## src/hw/rtl/gdfw_pkg.sv

```systemverilog
// Shared types and codes for the graph depth-first walk core.
package gdfw_pkg;

    localparam int NODE_W   = 3;
    localparam int STATUS_W = 2;

    localparam logic CMD_ADD    = 1'b0;
    localparam logic CMD_SEARCH = 1'b1;

    localparam logic [STATUS_W-1:0] ST_VISIT   = 2'd0;
    localparam logic [STATUS_W-1:0] ST_STORED  = 2'd1;
    localparam logic [STATUS_W-1:0] ST_DROPPED = 2'd2;

    typedef enum logic [3:0] {
        S_IDLE,
        S_E_CNTA,
        S_E_CNTB,
        S_E_WR1,
        S_E_WR2,
        S_E_EMIT,
        S_W_START,
        S_W_LOOP,
        S_W_READ,
        S_W_POP,
        S_W_FINISH
    } t_state;

    typedef struct packed {
        logic wr_en;
        logic rd_en;
    } t_mem_ctrl;

endpackage

```

## src/hw/rtl/gdfw_adj_store.sv

```systemverilog
// Neighbor lists: per-node fill counts and the neighbor entry memory.
module gdfw_adj_store
    import gdfw_pkg::*;
#(
    parameter int NODE_COUNT = 8,
    parameter int MAX_DEGREE = 8
) (
    input  logic                                 i_clk,
    input  logic                                 i_rst_n,
    input  t_mem_ctrl                            i_ctrl,
    input  logic [$clog2(NODE_COUNT)-1:0]        i_node,
    input  logic [$clog2(MAX_DEGREE+1)-1:0]      i_rd_idx,
    input  logic [NODE_W-1:0]                    i_wr_data,
    output logic [$clog2(MAX_DEGREE+1)-1:0]      o_cnt,
    output logic [NODE_W-1:0]                    o_rd_data
);

    localparam int CW    = $clog2(MAX_DEGREE + 1);
    localparam int DIW   = (MAX_DEGREE > 1) ? $clog2(MAX_DEGREE) : 1;
    localparam int DEPTH = NODE_COUNT * (1 << DIW);

    logic [CW-1:0]     r_cnt [NODE_COUNT];
    logic [NODE_W-1:0] r_mem [DEPTH];
    logic [NODE_W-1:0] r_rd_data;

    assign o_cnt     = r_cnt[i_node];
    assign o_rd_data = r_rd_data;

    always_ff @(posedge i_clk) begin
        if (!i_rst_n) begin
            for (int i = 0; i < NODE_COUNT; i++) begin
                r_cnt[i] <= '0;
            end
        end else if (i_ctrl.wr_en) begin
            r_cnt[i_node] <= r_cnt[i_node] + CW'(1);
        end
    end

    always_ff @(posedge i_clk) begin
        if (i_ctrl.wr_en) begin
            r_mem[{i_node, DIW'(r_cnt[i_node])}] <= i_wr_data;
        end
        if (i_ctrl.rd_en) begin
            r_rd_data <= r_mem[{i_node, DIW'(i_rd_idx)}];
        end
    end

endmodule

```

## src/hw/rtl/gdfw_stack.sv

```systemverilog
// Walk stack memory holding (node, next neighbor index) frames.
module gdfw_stack
    import gdfw_pkg::*;
#(
    parameter int NODE_COUNT = 8,
    parameter int MAX_DEGREE = 8
) (
    input  logic                              i_clk,
    input  t_mem_ctrl                         i_ctrl,
    input  logic [$clog2(NODE_COUNT)-1:0]     i_addr,
    input  logic [NODE_W-1:0]                 i_wr_node,
    input  logic [$clog2(MAX_DEGREE+1)-1:0]   i_wr_idx,
    output logic [NODE_W-1:0]                 o_rd_node,
    output logic [$clog2(MAX_DEGREE+1)-1:0]   o_rd_idx
);

    localparam int CW = $clog2(MAX_DEGREE + 1);

    logic [NODE_W+CW-1:0] r_mem [NODE_COUNT];
    logic [NODE_W+CW-1:0] r_rd;

    assign o_rd_node = r_rd[NODE_W+CW-1:CW];
    assign o_rd_idx  = r_rd[CW-1:0];

    always_ff @(posedge i_clk) begin
        if (i_ctrl.wr_en) begin
            r_mem[i_addr] <= {i_wr_node, i_wr_idx};
        end
        if (i_ctrl.rd_en) begin
            r_rd <= r_mem[i_addr];
        end
    end

endmodule

```

## src/hw/rtl/graph_depth_first_walk_core.sv

```systemverilog
// Graph depth-first walk core: sequencer, visited marks and result register.
// Usage:
//   Input stream s_*: tuser is the command (0 add edge, 1 search), tdata holds
//   node_a in bits 2:0 and node_b in bits 5:3. s_tready is high only while the
//   sequencer is idle; one item is in work at a time.
//   Output stream m_*: tdata[2:0] is the node, tuser is the status (0 visit,
//   1 when an edge is stored, 2 when it is dropped), tlast marks the final result of an item.
//   Edge sequence: after its transfer an edge passes the count states, the write
//   states if stored, and the emit state, which loads the result. A search scans
//   neighbor entries and pops frames until the start frame is exhausted; each
//   visit is reported when the next one is found, the last one at the end.
//   The neighbor memory has one port with registered read, so each scanned
//   entry is read in the loop state and checked in the read state.
//   A finished result sits in an output register; the sequencer keeps working
//   until it needs that register again, then waits while m_tready is low.
//   Reset (synchronous, active low) clears visited marks, neighbor counts and
//   the stack depth; neighbor entries are undefined until written.
module graph_depth_first_walk_core
    import gdfw_pkg::*;
#(
    parameter int NODE_COUNT = 8,
    parameter int MAX_DEGREE = 8
) (
    input  logic       i_clk,
    input  logic       i_rst_n,
    input  logic       s_tvalid,
    output logic       s_tready,
    input  logic [7:0] s_tdata,   // node_a [2:0], node_b [5:3], zero fill
    input  logic [0:0] s_tuser,   // command [0]
    output logic       m_tvalid,
    input  logic       m_tready,
    output logic [7:0] m_tdata,   // node [2:0], zero fill
    output logic [1:0] m_tuser,   // status [1:0]
    output logic       m_tlast
);

    localparam int NIW = $clog2(NODE_COUNT);
    localparam int CW  = $clog2(MAX_DEGREE + 1);
    localparam int SDW = $clog2(NODE_COUNT + 1);
    localparam int SAW = $clog2(NODE_COUNT);

    t_state r_state, n_state;

    logic [NODE_W-1:0]   r_a, r_b, r_pend, r_cur;
    logic [CW-1:0]       r_cnt_a, r_idx;
    logic [STATUS_W-1:0] r_status;
    logic [SDW-1:0]      r_depth;
    logic [NODE_COUNT-1:0] r_visited;

    logic                r_m_valid, r_m_last;
    logic [NODE_W-1:0]   r_m_node;
    logic [STATUS_W-1:0] r_m_status;

    t_mem_ctrl         adj_ctrl, stk_ctrl;
    logic [NODE_W-1:0] adj_node_sel, adj_wr_data, adj_rd_data, stk_node;
    logic [CW-1:0]     adj_cnt, stk_idx;
    logic [SAW-1:0]    stk_addr;

    logic s_acc, out_free, a_ok, b_ok, self_edge, drop, has_next, nxt_new, depth_one;
    logic                out_load, out_last;
    logic [NODE_W-1:0]   out_node;
    logic [STATUS_W-1:0] out_status;

    gdfw_adj_store #(
        .NODE_COUNT (NODE_COUNT),
        .MAX_DEGREE (MAX_DEGREE)
    ) u_adj (
        .i_clk     (i_clk),
        .i_rst_n   (i_rst_n),
        .i_ctrl    (adj_ctrl),
        .i_node    (NIW'(adj_node_sel)),
        .i_rd_idx  (r_idx),
        .i_wr_data (adj_wr_data),
        .o_cnt     (adj_cnt),
        .o_rd_data (adj_rd_data)
    );

    gdfw_stack #(
        .NODE_COUNT (NODE_COUNT),
        .MAX_DEGREE (MAX_DEGREE)
    ) u_stack (
        .i_clk     (i_clk),
        .i_ctrl    (stk_ctrl),
        .i_addr    (stk_addr),
        .i_wr_node (r_cur),
        .i_wr_idx  (r_idx),
        .o_rd_node (stk_node),
        .o_rd_idx  (stk_idx)
    );

    assign s_acc     = s_tvalid && s_tready;
    assign out_free  = !r_m_valid || m_tready;
    assign a_ok      = int'(r_a) < NODE_COUNT;
    assign b_ok      = int'(r_b) < NODE_COUNT;
    assign self_edge = (r_a == r_b);
    assign depth_one = (r_depth == SDW'(1));
    assign has_next  = (r_idx < adj_cnt);
    assign nxt_new   = (int'(adj_rd_data) < NODE_COUNT) && !r_visited[NIW'(adj_rd_data)]
                       && (int'(r_depth) < NODE_COUNT);

    always_comb begin
        if (!a_ok || !b_ok) begin
            drop = 1'b1;
        end else if (self_edge) begin
            drop = (int'(r_cnt_a) + 2) > MAX_DEGREE;
        end else begin
            drop = (int'(r_cnt_a) >= MAX_DEGREE) || (int'(adj_cnt) >= MAX_DEGREE);
        end
    end

    // next state
    always_comb begin
        n_state = r_state;
        unique case (r_state)
            S_IDLE: begin
                if (s_acc) begin
                    n_state = (s_tuser[0] == CMD_ADD) ? S_E_CNTA : S_W_START;
                end
            end
            S_E_CNTA:  n_state = S_E_CNTB;
            S_E_CNTB:  n_state = drop ? S_E_EMIT : S_E_WR1;
            S_E_WR1:   n_state = S_E_WR2;
            S_E_WR2:   n_state = S_E_EMIT;
            S_E_EMIT:  n_state = out_free ? S_IDLE : S_E_EMIT;
            S_W_START: n_state = a_ok ? S_W_LOOP : S_W_FINISH;
            S_W_LOOP: begin
                if (has_next) begin
                    n_state = S_W_READ;
                end else begin
                    n_state = depth_one ? S_W_FINISH : S_W_POP;
                end
            end
            S_W_READ:   n_state = (nxt_new && !out_free) ? S_W_READ : S_W_LOOP;
            S_W_POP:    n_state = S_W_LOOP;
            S_W_FINISH: n_state = out_free ? S_IDLE : S_W_FINISH;
            default:    n_state = S_IDLE;
        endcase
    end

    // outputs
    always_comb begin
        s_tready       = 1'b0;
        adj_ctrl       = '0;
        stk_ctrl       = '0;
        adj_node_sel   = r_cur;
        adj_wr_data    = r_a;
        stk_addr       = SAW'(r_depth - SDW'(1));
        out_load       = 1'b0;
        out_node       = r_pend;
        out_status     = ST_VISIT;
        out_last       = 1'b0;
        unique case (r_state)
            S_IDLE: s_tready = 1'b1;
            S_E_CNTA: adj_node_sel = r_a;
            S_E_CNTB: adj_node_sel = r_b;
            S_E_WR1: begin
                adj_node_sel   = r_a;
                adj_wr_data    = r_b;
                adj_ctrl.wr_en = 1'b1;
            end
            S_E_WR2: begin
                adj_node_sel   = r_b;
                adj_ctrl.wr_en = 1'b1;
            end
            S_E_EMIT: begin
                out_load   = out_free;
                out_node   = '0;
                out_status = r_status;
                out_last   = 1'b1;
            end
            S_W_LOOP: begin
                adj_ctrl.rd_en = has_next;
                stk_ctrl.rd_en = !has_next && !depth_one;
                stk_addr       = SAW'(r_depth - SDW'(2));
            end
            S_W_READ: begin
                stk_ctrl.wr_en = nxt_new && out_free;
                out_load       = nxt_new && out_free;
            end
            S_W_FINISH: begin
                out_load = out_free;
                out_last = 1'b1;
            end
            S_W_START, S_W_POP: begin
            end
            default: begin
            end
        endcase
    end

    always_ff @(posedge i_clk) begin
        if (!i_rst_n) begin
            r_state   <= S_IDLE;
            r_depth   <= '0;
            r_visited <= '0;
        end else begin
            r_state <= n_state;
            unique case (r_state)
                S_W_START: begin
                    if (a_ok) begin
                        r_visited[NIW'(r_a)] <= 1'b1;
                        r_depth              <= SDW'(1);
                    end
                end
                S_W_LOOP: begin
                    if (!has_next && !depth_one) begin
                        r_depth <= r_depth - SDW'(1);
                    end
                end
                S_W_READ: begin
                    if (nxt_new && out_free) begin
                        r_visited[NIW'(adj_rd_data)] <= 1'b1;
                        r_depth                      <= r_depth + SDW'(1);
                    end
                end
                S_W_FINISH: begin
                    if (out_free) begin
                        r_depth <= '0;
                    end
                end
                default: begin
                end
            endcase
        end
    end

    // payload registers
    always_ff @(posedge i_clk) begin
        unique case (r_state)
            S_IDLE: begin
                if (s_acc) begin
                    r_a <= s_tdata[2:0];
                    r_b <= s_tdata[5:3];
                end
            end
            S_E_CNTA: r_cnt_a <= adj_cnt;
            S_E_CNTB: r_status <= drop ? ST_DROPPED : ST_STORED;
            S_W_START: begin
                r_pend <= r_a;
                r_cur  <= r_a;
                r_idx  <= '0;
            end
            S_W_LOOP: begin
                if (has_next) begin
                    r_idx <= r_idx + CW'(1);
                end
            end
            S_W_READ: begin
                if (nxt_new && out_free) begin
                    r_pend <= adj_rd_data;
                    r_cur  <= adj_rd_data;
                    r_idx  <= '0;
                end
            end
            S_W_POP: begin
                r_cur <= stk_node;
                r_idx <= stk_idx;
            end
            default: begin
            end
        endcase
    end

    // result register
    always_ff @(posedge i_clk) begin
        if (!i_rst_n) begin
            r_m_valid <= 1'b0;
        end else if (out_load) begin
            r_m_valid <= 1'b1;
        end else if (m_tready) begin
            r_m_valid <= 1'b0;
        end
    end

    always_ff @(posedge i_clk) begin
        if (out_load) begin
            r_m_node   <= out_node;
            r_m_status <= out_status;
            r_m_last   <= out_last;
        end
    end

    assign m_tvalid = r_m_valid;
    assign m_tdata  = {5'b0, r_m_node};
    assign m_tuser  = r_m_status;
    assign m_tlast  = r_m_last;

    a_top_visited: assert property (@(posedge i_clk) disable iff (!i_rst_n)
        (r_state == S_W_LOOP) |-> r_visited[NIW'(r_cur)])
        else $error("walk frame on top of stack is not marked visited");

    a_depth_bound: assert property (@(posedge i_clk) disable iff (!i_rst_n)
        int'(r_depth) <= NODE_COUNT)
        else $error("stack depth beyond node count");

    a_idle_empty: assert property (@(posedge i_clk) disable iff (!i_rst_n)
        s_tready |-> (r_depth == '0))
        else $error("stack not empty while idle");

    a_finish_last: assert property (@(posedge i_clk) disable iff (!i_rst_n)
        (r_state == S_W_FINISH && out_free) |=> (r_m_valid && r_m_last && r_depth == '0))
        else $error("search end did not load a last visit report");

endmodule
```

## config.mk

```make
export PLATFORM = sky130hd
export DESIGN_NAME = graph_depth_first_walk_core
export DESIGN_NICKNAME = d
export VERILOG_FILES = /design/src/hw/rtl/gdfw_pkg.sv /design/src/hw/rtl/gdfw_adj_store.sv /design/src/hw/rtl/gdfw_stack.sv /design/src/hw/rtl/graph_depth_first_walk_core.sv
export SDC_FILE = /design/constraint.sdc
export NUM_CORES = 1
export LEC_CHECK = 0
export ABC_AREA = 1
export BUFFER_PORTS_ARGS = -buffer_cell sky130_fd_sc_hd__buf_2
export CAP_MARGIN = 30
export CORE_MARGIN = 1.5
export CORE_UTILIZATION = 50
export DETAILED_ROUTE_END_ITERATION = 6
export MAX_ROUTING_LAYER = met4
export PLACE_DENSITY = 0.77
export SYNTH_ARGS = -nofsm -noshare
export SYNTH_HDL_FRONTEND = slang
export SYNTH_SLANG_ARGS = --single-unit
```

## constraint.sdc

```tcl
create_clock -name i_clk -period 5.27 [get_ports i_clk]
set_input_delay 1.054 -clock i_clk [delete_from_list [all_inputs] [get_ports i_clk]]
set_output_delay 1.054 -clock i_clk [all_outputs]
set_load 0.02 [all_outputs]
```

# Word-level counts from Yosys, hierarchy flattened
# Memory sizes are Yosys's and may differ from the RTL's. A register that Yosys moved wholly into a read port is not among the register bits.
# Cells that the tools add are included.
[word_totals]
ramBits = 280
register_bits = 45
input_bits = 13
memories = 3
[op_classes]
n_addsub = 6
bitwise = 2
muxes = 51
order_cmp = 9
reduce_logical = 31
n_eq_ne = 17
[memory_table]
columns = ["memory", "depth", "width", "read_ports", "rd_ports_with_merged_regs", "wr", "line", "text"]
rows = [
  ["u_adj.r_mem", 64, 3, 1, 1, 1, "gdfw_adj_store.sv:23", "logic [NODE_W-1:0] r_mem [DEPTH];"],
  ["u_stack.r_mem", 8, 7, 1, 1, 1, "gdfw_stack.sv:19", "logic [NODE_W+CW-1:0] r_mem [NODE_COUNT];"],
  ["u_adj.r_cnt", 8, 4, 1, 0, 8, "gdfw_adj_store.sv:22", "logic [CW-1:0] r_cnt [NODE_COUNT];"],
]
[op_table]
columns = ["cell", "n"]
rows = [
  ["$pmux W4 S10", 1],
  ["$mux W4", 9],
  ["$pmux W4 S4", 2],
  ["$mux W3", 7],
  ["$mux W1", 20],
  ["$eq A4 B3 Y1 const B", 4],
  ["$or A8 B8 Y8", 2],
  ["$pmux W8 S2", 1],
  ["$add A4 B1 Y4 const B", 3],
  ["$eq A4 B4 Y1 const B", 3],
  ["$pmux W3 S2", 2],
  ["$ne A2 B2 Y1 const B", 5],
  ["$reduce_or A2 Y1", 5],
  ["$pmux W3 S3", 1],
  ["$eq A4 B1 Y1 const B", 2],
  ["$eq A4 B2 Y1 const B", 2],
  ["$ge A4 B4 Y1 const B", 2],
  ["$lt A3 B4 Y1 const B", 2],
  ["$mux W8", 1],
  ["$reduce_bool A4 Y1", 2],
  ["$logic_and A1 B1 Y1", 7],
  ["$demux W1 S3", 2],
  ["$ge A3 B1 Y1 const B", 2],
  ["$mux W2", 3],
  ["18 further kinds", 26],
]

# Logic depth before layout (Yosys ltp)
# An unclocked memory read counts as a cell.
[logic_depth]
depth_word = 9
mapped_depth = 24
depth_no_buf = 24

# Modules after synthesis
# From an unflattened synthesis, not the netlist that was laid out.
[hier_totals]
cells_unflattened = 1521
area_unflattened_um2 = 15253.4
[modules_own_cells]
columns = ["mod", "cells_per_inst", "seq_area_each_um2", "area_each_um2", "n_inst"]
rows = [
  ["gdfw_adj_store", 914, 6816.5, 9804.4, 1],
  ["graph_depth_first_walk_core", 360, 1181.1, 2824.0, 1],
  ["gdfw_stack", 247, 1891.8, 2625.0, 1],
]

# Worst setup path after synthesis
# OpenSTA, ideal clock, no wires.
[synth_timing]
path_kind = "flip-flop to flip-flop"
start = "reg r_state[3]"
end = "mem u_adj.r_mem[0][0] (data pin)"
path_stages_with_launch = 5
setup_slack_ns = 1.409
required_time_ns = 4.568
arrival_ns = 3.159
n_path_buf = 0
synth_period_minus_slack_ns = 3.861
setup_ns = 0.702
cell_sequence = "dfxtp_1 nor2_2 inv_1 nor2_1 o21ai_0"
[synth_between]
elab_chain_cells = 2
[synth_rtl]
columns = ["item", "line", "text"]
rows = [
  ["start: declaration", "graph_depth_first_walk_core.sv:42", "t_state r_state, n_state;"],
  ["start signal: assignment", "graph_depth_first_walk_core.sv:197", "r_state <= n_state;"],
  ["$eq A4 B2 Y1", "graph_depth_first_walk_core.sv:152", "unique case (r_state)"],
  ["$mux W3", "graph_depth_first_walk_core.sv:152", ""],
  ["named net adj_wr_data[0]", "graph_depth_first_walk_core.sv:55", "logic [NODE_W-1:0] adj_node_sel, adj_wr_data, adj_rd_data, stk_node;"],
  ["end: declaration", "gdfw_adj_store.sv:23", ""],
]
# The timed path passes the listed nets, and every way through them passes these cells.

# Worst setup path in the final report
[layout_timing]
start = "reg r_a[0]"
end = "reg r_idx[2], enable pin"
[layout_between]
elab_chain_cells = 5
[layout_rtl]
columns = ["item", "line", "text"]
rows = [
  ["start: declaration", "graph_depth_first_walk_core.sv:44", "logic [NODE_W-1:0] r_a, r_b, r_pend, r_cur;"],
  ["start signal: assignment", "graph_depth_first_walk_core.sv:232", "r_a <= s_tdata[2:0];"],
  ["$pmux W3 S2", "graph_depth_first_walk_core.sv:152", ""],
  ["$mem_v2 Z8 W4", "n/a", ""],
  ["named net adj_cnt[3]", "graph_depth_first_walk_core.sv:56", "logic [CW-1:0] adj_cnt, stk_idx;"],
  ["$lt A4 B4 Y1", "graph_depth_first_walk_core.sv:97", "assign has_next = (r_idx < adj_cnt);"],
  ["$ne A2 B2 Y1 (no line)", "n/a", ""],
  ["$reduce_and A3 Y1 (no line)", "n/a", ""],
  ["end signal: assignment", "graph_depth_first_walk_core.sv:245", "r_idx <= r_idx + CW'(1);"],
  ["end signal: assignment", "graph_depth_first_walk_core.sv:257", "r_idx <= stk_idx;"],
  ["end: declaration", "graph_depth_first_walk_core.sv:45", "logic [CW-1:0] r_cnt_a, r_idx;"],
]
# The timed path passes the listed nets, and every way through them passes these cells.
# A chain may end at the register's enable or synchronous reset.

==> results.md <==
* Placed cell area at 15200 µm²
* Reg2Reg Setup Slack at 1.80 ns
* Most area-consuming cells after synthesis: edfxtp_1 65%, nor2_1 7.6%, nand2_1 5.6%, o32ai_1 3.1%, a21oi_1 2.5%
* DRC at 0
* Reg clk slew, reported paths at 0.06 ns
* Setup_tns at 0 ns
* Core ar. at 28900 µm²
* Minimum hold slack at 0.465 ns
* Num CTS Buffers at 34
* Maximum VDD drop at 0.549 mV
* R2R Path Start: r_a[0]
* Max Slew Vio Count at 0
* Initial DRC Count at 1199
* Crit share post-route at 65.9%
* Cell Area, Synth at 14800 µm²
* WP data required at 5.42 ns
* Root buf cell: clkbuf_16
* TritonCTS clock tree: done
* Die Ht at 175 µm
* Setup crit end kind: register
* Starting density of the core at 51.2%
* Synth-to-Final Area Change at 10.8%
* Initial antenna violation count at 1
* Hold Path Class: register to register
* Reg2reg end: r_idx[2]
* CP Launch Point: r_a[0]
* CTS H-tree depth at 2
* Nets at 1381
* Final Critical Period at 3.47 ns
* Ys Warns at 0
* Final Hold Viols at 0
* Share of layout cells above drive strength 1 at 10.7%
* Post-CTS setup buffers at 0
* Wire length of the first global-routing pass at 52700 µm
* Yosys top cell by area: edfxtp_1
* Die W at 175 µm
* GRT Total Usage at 22.8%
* Hold Crit Depth at 2
* Vias in the first global route at 10000
* Rows at 62
* RePlAce Congestion at 0.910
* Post-synth EDFFs at 318
* Pre-antenna DRT Iters at 6
* Max_slew headroom at 31.5%
* Critical path class: register to register
* Fmax at 0.288 GHz
* Clock latency on the worst-skew pair at 0.51 ns
* Hold_buf cts at 0
* Synthesized flop and latch total at 335
* Worst-path fanout max at 11
* Final setup viols at 0
* Ports at 26
* CTS max path bufs at 3
* Antenna-violating nets left at 0
* Worst Tran Pin Value at 1.03 ns
* Placed Instances at 1701
* Yosys top cell area share at 64.7%
* Final WL at 33300 µm
* Post-synthesis cell count at 1341
* Largest net degree at the start of global routing at 108
* Clock sink count at 335
* Layout Skew at 0.0134 ns
* Via density per instance at 5.72
* R2R cell count at 14
* Non-filler instance count after layout at 1764
* Leakage power at 5.75 nW
* Post-cts resize count at 0
* Die ar. at 30600 µm²
* Synth Area per Inst at 11.0 µm²
* Setup crit start kind: register
* RSZ-0062 raised after global routing: no
* Pwr dens at 545 nW/µm²
* Seq/Total Area, Yosys at 67.0%
* Vias at 10100
* Max Cap Viol at 0
* Post-synthesis async set-or-reset flop share at 0%
* Worst EP arrival at 3.62 ns
* Design Area, Final at 16400 µm²
* WL/cell at 18.9 µm
* Synth Flop Type: edfxtp_1
* GRT overflow at 0
* Port bufs at 18
* Crit path capture: r_idx[2]
* Status: complete, no violations
* Placed wire-length estimate at 20400 µm
* Cell variety after synth at 46
## logic make-up (layout without fill, tap and decap cells)
| group | Yosys count | after routing | share of synthesized area, % |
|---|---|---|---|
| AO/OA/AOI/OAI | 211 | 211 | 8.85 |
| XOR/XNOR | 10 | 10 | 0.720 |
| adder cells (fa/ha/maj) | 14 | 14 | 1.19 |
| buffers and inverters | 147 | 181 | 4.04 |
| flip-flops | 335 | 335 | 67.0 |
| other | 1 | 6 | 0.0254 |
| AND/OR/NAND/NOR | 623 | 623 | 18.2 |
## where the power goes
group | switching (mW) | internal (mW)
Combinational | 2.43 | 0.723
Sequential | 0.0847 | 3.26
Clock | 0.965 | 1.46
## critical path, cell delays in order, from the launching register on
cell      delay [ns]
edfxtp_1        0.52
inv_1           0.14
nor2_1          0.18
inv_1           0.06
nand3_1         0.09
nand2_2         0.19
nand2_2         0.23
inv_1           0.07
a21oi_1         0.27
nand2_1         0.14
inv_1           0.16
ha_1            0.26
a21oi_1         0.27
nand2_1         0.17
a21oi_1         0.38
## registers in the layout (all words and copies together), names as in the netlist, 4 cells and up
signal and count:
u_adj.r_mem 192, u_stack.r_mem 56, u_adj.r_cnt 32, r_visited 8, u_stack.r_rd 7, r_cnt_a 4, r_depth 4, r_idx 4
r_state 4
## routing by layer
metal	track usage [%]	vias to the layer above	share of wire, %
met5	-	-	0
li1	-	4695	-
met3	3.48	73	7.4
met4	7.69	0	2.8
met2	38.7	457	50
met1	28.1	4865	40
## placed cells by master (no fill, tap or decap), drive strengths merged, types with 5 or more instances in the layout
cell    instances
buf            28
nor3            5
o22ai          11
nor4            7
nand3          27
conb            5
nor2          322
dfxtp          17
o21ai          63
clkinv         26
a21oi          75
inv            79
ha             14
or4             7
o32ai          52
nand2         250
edfxtp        318
clkbuf         44
xor2            7
## how the worst min path moves through the flow
stage | startpoint | to | slack (ns)
6_report | r_visited[0] | r_visited[0] | 0.46
5_1_grt | r_visited[2] | r_visited[2] | 0.49
4_1_cts | r_visited[1] | r_visited[1] | 0.47
3_5_place_dp | r_visited[1] | r_visited[1] | 0.45
3_3_place_gp | r_visited[0] | r_visited[0] | 0.45
2_1_floorplan | r_visited[1] | r_visited[1] | 0.44
## Yosys cell counts, drive strengths merged, types with 2 or more instances
cell type	count
nor2	322
edfxtp	318
nand2	250
inv	78
a21oi	75
o21ai	63
o32ai	52
clkbuf	42
nand3	27
dfxtp	17
clkinv	14
ha	14
buf	13
o22ai	11
nor4	7
or4	7
xor2	7
nor3	5
or2	3
xnor2	3
a211oi	2
a31oi	2
o211ai	2
## through the flow
| stage | power (mW) | util, % | setup WS (ns) |
|---|---|---|---|
| 2_1_floorplan | 5.51 | - | 1.41 |
| 3_3_place_gp | 6.46 | 52.7 | 1.90 |
| 3_5_place_dp | 6.50 | 52.7 | 1.81 |
| 4_1_cts | 8.92 | 56.6 | 1.80 |
| 5_1_grt | 9.30 | 56.7 | 1.53 |
| 6_report | 8.93 | 56.7 | 1.80 |
## layout make-up
class                           instances  area [µm²]
Fill cell                            2359       12500
Sequential cell                       335        9890
Multi-Input combinational cell        863        4330
Clock buffer                           44         941
Tap cell                              384         480
Inverter                               92         353
Timing Repair Buffer                   28         185
Clock inverter                         17         183
Antenna cell                            1        2.50
Note: power is estimated with default switching activity, not from simulation.
